[config.mk]
export PLATFORM = sky130hd
export DESIGN_NAME = nps_dist
export DESIGN_NICKNAME = d
export VERILOG_FILES = /design/src/rtl/nps_pkg.sv /design/src/rtl/nps_dist.sv
export SDC_FILE = /design/constraint.sdc
export NUM_CORES = 1
export LEC_CHECK = 0
export BUFFER_PORTS_ARGS = -buffer_cell sky130_fd_sc_hd__buf_2
export CORE_MARGIN = 2
export CORE_UTILIZATION = 55
export CTS_BUF_LIST = sky130_fd_sc_hd__clkbuf_16
export CTS_CLUSTER_DIAMETER = 30
export DETAILED_ROUTE_END_ITERATION = 8
export GPL_TIMING_DRIVEN = 1
export PLACE_DENSITY = 0.82
export SLEW_MARGIN = 15
export SYNTH_ARGS = -nofsm -noshare
export SYNTH_HDL_FRONTEND = slang
export SYNTH_SLANG_ARGS = --single-unit
[constraint.sdc]
create_clock -name clk -period 6.05 [get_ports clk]
set_input_delay 0.605 -clock clk [delete_from_list [all_inputs] [get_ports clk]]
set_output_delay 0.605 -clock clk [all_outputs]
set_load 0.05 [all_outputs]
[src/rtl/nps_pkg.sv]
// Shared constants, codes and types for the nearest palette color search block.
package nps_pkg;

    localparam int PALETTE_DEPTH = 256;
    localparam int IDX_W         = (PALETTE_DEPTH > 1) ? $clog2(PALETTE_DEPTH) : 1;
    localparam int CNT_W         = $clog2(PALETTE_DEPTH + 1);

    localparam int COLOR_W       = 24;
    localparam int CH_W          = 8;
    localparam int SQ_W          = 2 * CH_W;
    localparam int DIST_W        = 18;
    localparam int SIZE_W        = 9;
    localparam int ENTRY_W       = 8;
    localparam int OUT_IDX_W     = 8;

    localparam int APB_ADDR_W    = 3;
    localparam int APB_DATA_W    = 32;

    localparam logic [SIZE_W-1:0] SIZE_RESET = SIZE_W'(256);
    localparam logic [SIZE_W-1:0] SIZE_DEPTH = SIZE_W'(PALETTE_DEPTH);
    localparam logic [DIST_W-1:0] DIST_NONE  = '1;

    // Register word select (paddr bit 2)
    localparam logic REG_PALETTE_SIZE = 1'b0;

    typedef enum logic {
        ACT_WRITE  = 1'b0,
        ACT_LOOKUP = 1'b1
    } action_t;

    typedef struct packed {
        logic             vld;
        logic             last;
        logic [IDX_W-1:0] idx;
    } scan_tag_t;

endpackage

[src/rtl/nps_dist.sv]
// Two-stage squared RGB distance pipeline with a travelling scan tag.
module nps_dist (
    input  logic                                clk,
    input  logic                                rst_n,
    input  nps_pkg::scan_tag_t                  entry_tag,
    input  logic [nps_pkg::COLOR_W-1:0]         color,
    input  logic [nps_pkg::COLOR_W-1:0]         pixel,
    output nps_pkg::scan_tag_t                  dist_tag,
    output logic [nps_pkg::DIST_W-1:0]          sq_dist
);

    logic [nps_pkg::CH_W-1:0] d_r, d_g, d_b;
    logic [nps_pkg::SQ_W-1:0] sq_r_reg, sq_g_reg, sq_b_reg;
    logic [nps_pkg::DIST_W-1:0] dist_reg;
    nps_pkg::scan_tag_t       tag1_reg, tag2_reg;

    function automatic logic [nps_pkg::CH_W-1:0] abs_diff(
        input logic [nps_pkg::CH_W-1:0] a,
        input logic [nps_pkg::CH_W-1:0] b
    );
        return (a > b) ? (a - b) : (b - a);
    endfunction

    assign d_r = abs_diff(color[23:16], pixel[23:16]);
    assign d_g = abs_diff(color[15:8],  pixel[15:8]);
    assign d_b = abs_diff(color[7:0],   pixel[7:0]);

    always_ff @(posedge clk or negedge rst_n)
    begin
        if (!rst_n)
        begin
            tag1_reg <= '0;
            tag2_reg <= '0;
        end
        else
        begin
            tag1_reg <= entry_tag;
            tag2_reg <= tag1_reg;
        end
    end

    always_ff @(posedge clk)
    begin
        sq_r_reg <= nps_pkg::SQ_W'(d_r) * nps_pkg::SQ_W'(d_r);
        sq_g_reg <= nps_pkg::SQ_W'(d_g) * nps_pkg::SQ_W'(d_g);
        sq_b_reg <= nps_pkg::SQ_W'(d_b) * nps_pkg::SQ_W'(d_b);
        dist_reg <= nps_pkg::DIST_W'(sq_r_reg) + nps_pkg::DIST_W'(sq_g_reg)
                  + nps_pkg::DIST_W'(sq_b_reg);
    end

    assign dist_tag = tag2_reg;
    assign sq_dist  = dist_reg;

endmodule

# ---- Word level (Yosys, flattened, before mapping)
# Cells that the tools add are included.
dict set report op_classes {
  addsub 8
  mul 3
  n_div 0
  order_cmp 3
  n_eq_ne 0
  n_shift 0
  muxes 3
  bitwise_logic 0
  n_reduce_logical 0
}
# operator count
set ops {}
lappend ops {{$mul A8 B8 Y16} 3}
lappend ops {{$sub A8 B8 Y8} 6}
lappend ops {{$gt A8 B8 Y1} 3}
lappend ops {{$mux W8} 3}
lappend ops {{$add A17 B16 Y18} 1}
lappend ops {{$add A16 B16 Y17} 1}
dict set report totals {
  regBits 86
  latchBits 0
  ramBits 0
  rom_bits 0
  out_inout_bits 28
  elab_cells 27
  mem_count 0
}

# ---- Logic depth before layout (Yosys ltp)
dict set report logic_depth {
  ltp_word 3
  depth_mapped 27
  mapped_depth_nobuf 26
}

# ---- Least setup slack after synthesis
# Ideal clock, no wire load.
dict set report synth_timing {
  kind {input to register}
  start {input port color[16] (netlist name)}
  end {register sq_r_reg[12] (netlist name)}
  setup_ps 134
  arrival_time_ps 6125
  setup_slack_ps -209
  path_stages 26
  n_path_buf 1
  cell_sequence {inv_1 > ha_1 > inv_1 > fa_1 > a21o_1 > a221oi_4 > a21oi_4 > mux2i_1 > xnor2_1 > buf_2 > nor2_1 > inv_1 > fa_1 > inv_1 > fa_1 > inv_1 > fa_1 > fa_1 > inv_1 > ha_1 > inv_1 > nor2_1 > o31a_1 > o22ai_1 > and4b_1 > or4b_1}
}
dict set report synth_via {
  elab_chain_len 3
}
# element line
set synth_rtl {}
lappend synth_rtl {{start: declaration} nps_dist.sv:6} ;# input logic [nps_pkg::COLOR_W-1:0] color,
lappend synth_rtl {{$sub A8 B8 Y8 / $gt A8 B8 Y1 (equally long branches)} nps_dist.sv:21} ;# return (a > b) ? (a - b) : (b - a);
lappend synth_rtl {{$mux W8 (*)} nps_dist.sv:21}
lappend synth_rtl {{$mul A8 B8 Y16 (*)} nps_dist.sv:44} ;# sq_r_reg <= nps_pkg::SQ_W'(d_r) * nps_pkg::SQ_W'(d_r);
lappend synth_rtl {{end signal: assignment} nps_dist.sv:44}
lappend synth_rtl {{end: declaration} nps_dist.sv:13} ;# logic [nps_pkg::SQ_W-1:0] sq_r_reg, sq_g_reg, sq_b_reg;
# Mark *: on every way between the ends. The rest lies on a longest branch, timed or not.

# ---- Final worst setup path
# Same ends and word-level chain as after synthesis.

==> run summary <==
Root Driver - clkbuf_16
Finish-stage setup viols - 1
relative max-transition margin - 59.3%
CTS clk-pin slew, worst paths - 0.07 ns
worst path required time - 6.28 ns
core area - 17300 um^2
met2 GRT Util - 41.5%
via count - 7917
hold crit path type - input port to async pin
Fin Clk Skew - 0.00863 ns
CP startpoint kind - input port
1st-iter DRT viols - 328
outcome - finished, violations left
Max Clk Rate - 0.164 GHz
largest net degree at the start of global routing - 21
gr busiest metal - met2
Crit path largest cell delay - 0.56 ns
DP Wirelength - 17200 um
CTS tree - built
most common cell after layout, fill and taps aside - inv_1
GR Layer Usage met3 - 3.63%
Final Hold Vio Count - 0
Post-Syn Instances - 1033
Min Clock Period, post-route - 6.09 ns
# Max-Cap Violations - 0
critical path fanouts, max - 6
most frequent cells in the layout - 191 x inv_1, 162 x buf_4, 141 x ha_1
Area growth syn-to-layout - 25.4%
final-stage net count - 1586
initial antenna violation count - 0
Synth warnings - 0
FFs w/ async S/R, synth - 24.1%
final hold slack - 0.181 ns
die area - 18800 um^2
Die X-Extent - 137 um
RSZ-0062 raised after global routing - yes
# DRC - 0
ratio of cells with drive above 1 in the final layout - 28.8%
clk_lat worst skew - 0.35 ns
Tightest Pin Transition - 0.611 ns
I/O pins - 88
WL/cell - 14.7 um
Final Max Slew Viols - 0
setup ws final - -0.0385 ns
Pre-antenna DRT Iters - 7
GRT Overall Usage - 22.9%
initial core utilization - 56.3%
failing checks - setup timing
period utilization - 101%
WP data arrival - 6.31 ns
first-pass GRT wire length - 34800 um
#FFs+latches synth - 83
Antenna Nets Post-Route - 0
Seq/Total Area, Yosys - 18.1%
Clock Path Buffers - 2
Post-synth EDFFs - 0
Synth Flop Type - dfxtp_1
Critical-path top delay cell - fa_1
crit end category - register
vias in the first global route - 8028
Overflow after GRT - 0
antenna cell count - 0
Largest register FFs - 18
clock sinks - 83
final wirelength - 22200 um
mapped cell area - 9730 um^2
die height - 137 um
Row Count - 48
htree depth - 3
hold_buf cts - 0
total CTS buffers - 9
post-synthesis average cell area - 9.42 um^2
Yosys cell types - 67
drt via density - 5.24
kind of critical path - input port to register
IO Port Bufs - 87
met1 GRT Util - 27.9%
RePlAce Congestion - 0.898
==> through the flow <==
step	setup TNS (ns)	instance area [um^2]	instances	utilization, %	setup WS (ns)
after floorplan	-0.0500	9770	1035	-	-0.0500
after CTS	0	11800	1496	68.4	0.00569
after global placement	-0.866	11500	1478	66.5	-0.155
after global routing	-0.625	12200	1510	70.5	-0.204
final	-0.0385	12200	1510	70.5	-0.0385
after detailed placement	-3.16	11500	1478	66.5	-0.351
==> cells by family (layout without fill, tap and decap cells) <==
group	Yosys count	count (layout)	share of synthesized area [%]
flip-flops	83	83	18.1
AND/OR/NAND/NOR	216	216	11.0
other	1	3	0.0385
adder cells (fa/ha/maj)	246	246	39.1
AO/OA/AOI/OAI	171	171	12.2
XOR/XNOR	76	76	8.15
multiplexers	19	19	2.38
buffers and inverters	221	471	9.09
==> area by class of cell <==
class | count | area [um^2]
multi-input cells | 731 | 7370
well taps | 225 | 282
fillers | 1172 | 5090
inverters | 201 | 757
repair buffers | 254 | 1730
clock inverters | 6 | 53.8
clock buffers | 10 | 250
flip-flops and latches | 83 | 1760
==> synthesized netlist by cell type, types with 4 or more instances <==
master,n,share of area [%]
o21ai_0,21,1.1
o21bai_1,6,0.46
xor2_2,4,0.67
xnor2_1,46,4.1
a31oi_1,7,0.45
o22ai_1,5,0.32
buf_6,4,0.46
and4_1,4,0.36
nor3_1,13,0.67
nand2b_1,10,0.64
nor2_1,96,3.7
inv_1,199,7.7
a211oi_1,4,0.31
nor2_2,6,0.39
o21a_1,6,0.46
a21o_1,32,2.5
dfrtp_1,20,5.1
ha_1,149,19
a21oi_1,59,3.0
buf_4,5,0.39
nand2_1,30,1.2
or2_1,6,0.39
buf_2,5,0.26
mux2i_1,15,1.5
or2_2,13,0.84
fa_1,97,20
clkbuf_1,6,0.23
nand4_1,8,0.51
nand3b_1,8,0.62
dfxtp_1,63,13
nor2b_1,4,0.26
xor2_1,19,1.7
==> critical path, delay by kind of cell <==
family                   cells  cell delay, ns
multiplexers                 1            0.26
AND/OR/NAND/NOR              4            0.83
adder cells (fa/ha/maj)      7            2.81
XOR/XNOR                     1            0.30
buffers and inverters        7            0.42
AO/OA/AOI/OAI                5            1.06
==> layer usage <==
metal | up-vias | share of wire [%]
met3 | 37 | 4.4
met1 | 3849 | 42
li1 | 3837 | -
met4 | 0 | 1.6
met5 | - | 0
met2 | 194 | 52
==> path summary, 6_finish.rpt <==
kind	start	end	slack (ns)	depth (start not counted)
setup reg to reg	sq_b_reg[3]	sq_dist[16]	2.96	9
setup / recovery	color[16]	sq_r_reg[12]	-0.04	25
hold reg to reg	tag1_reg[4]	dist_tag[4]	0.34	0
max in group asynchronous	rst_n	dist_tag[3]	5.57	1
min in group clk	tag1_reg[4]	dist_tag[4]	0.34	0
hold / removal	rst_n	dist_tag[4]	0.18	1
==> timing repair <==
item	4_1_cts	5_1_grt
setup endpoints to repair	1	16
setup buffers	2	14
resized for setup	1	63
hold endpoints to repair	0	0
pin swaps	1	43
Power is not shown: default switching activity piles up to over one toggle a cycle in this logic, so the estimate is an artifact.
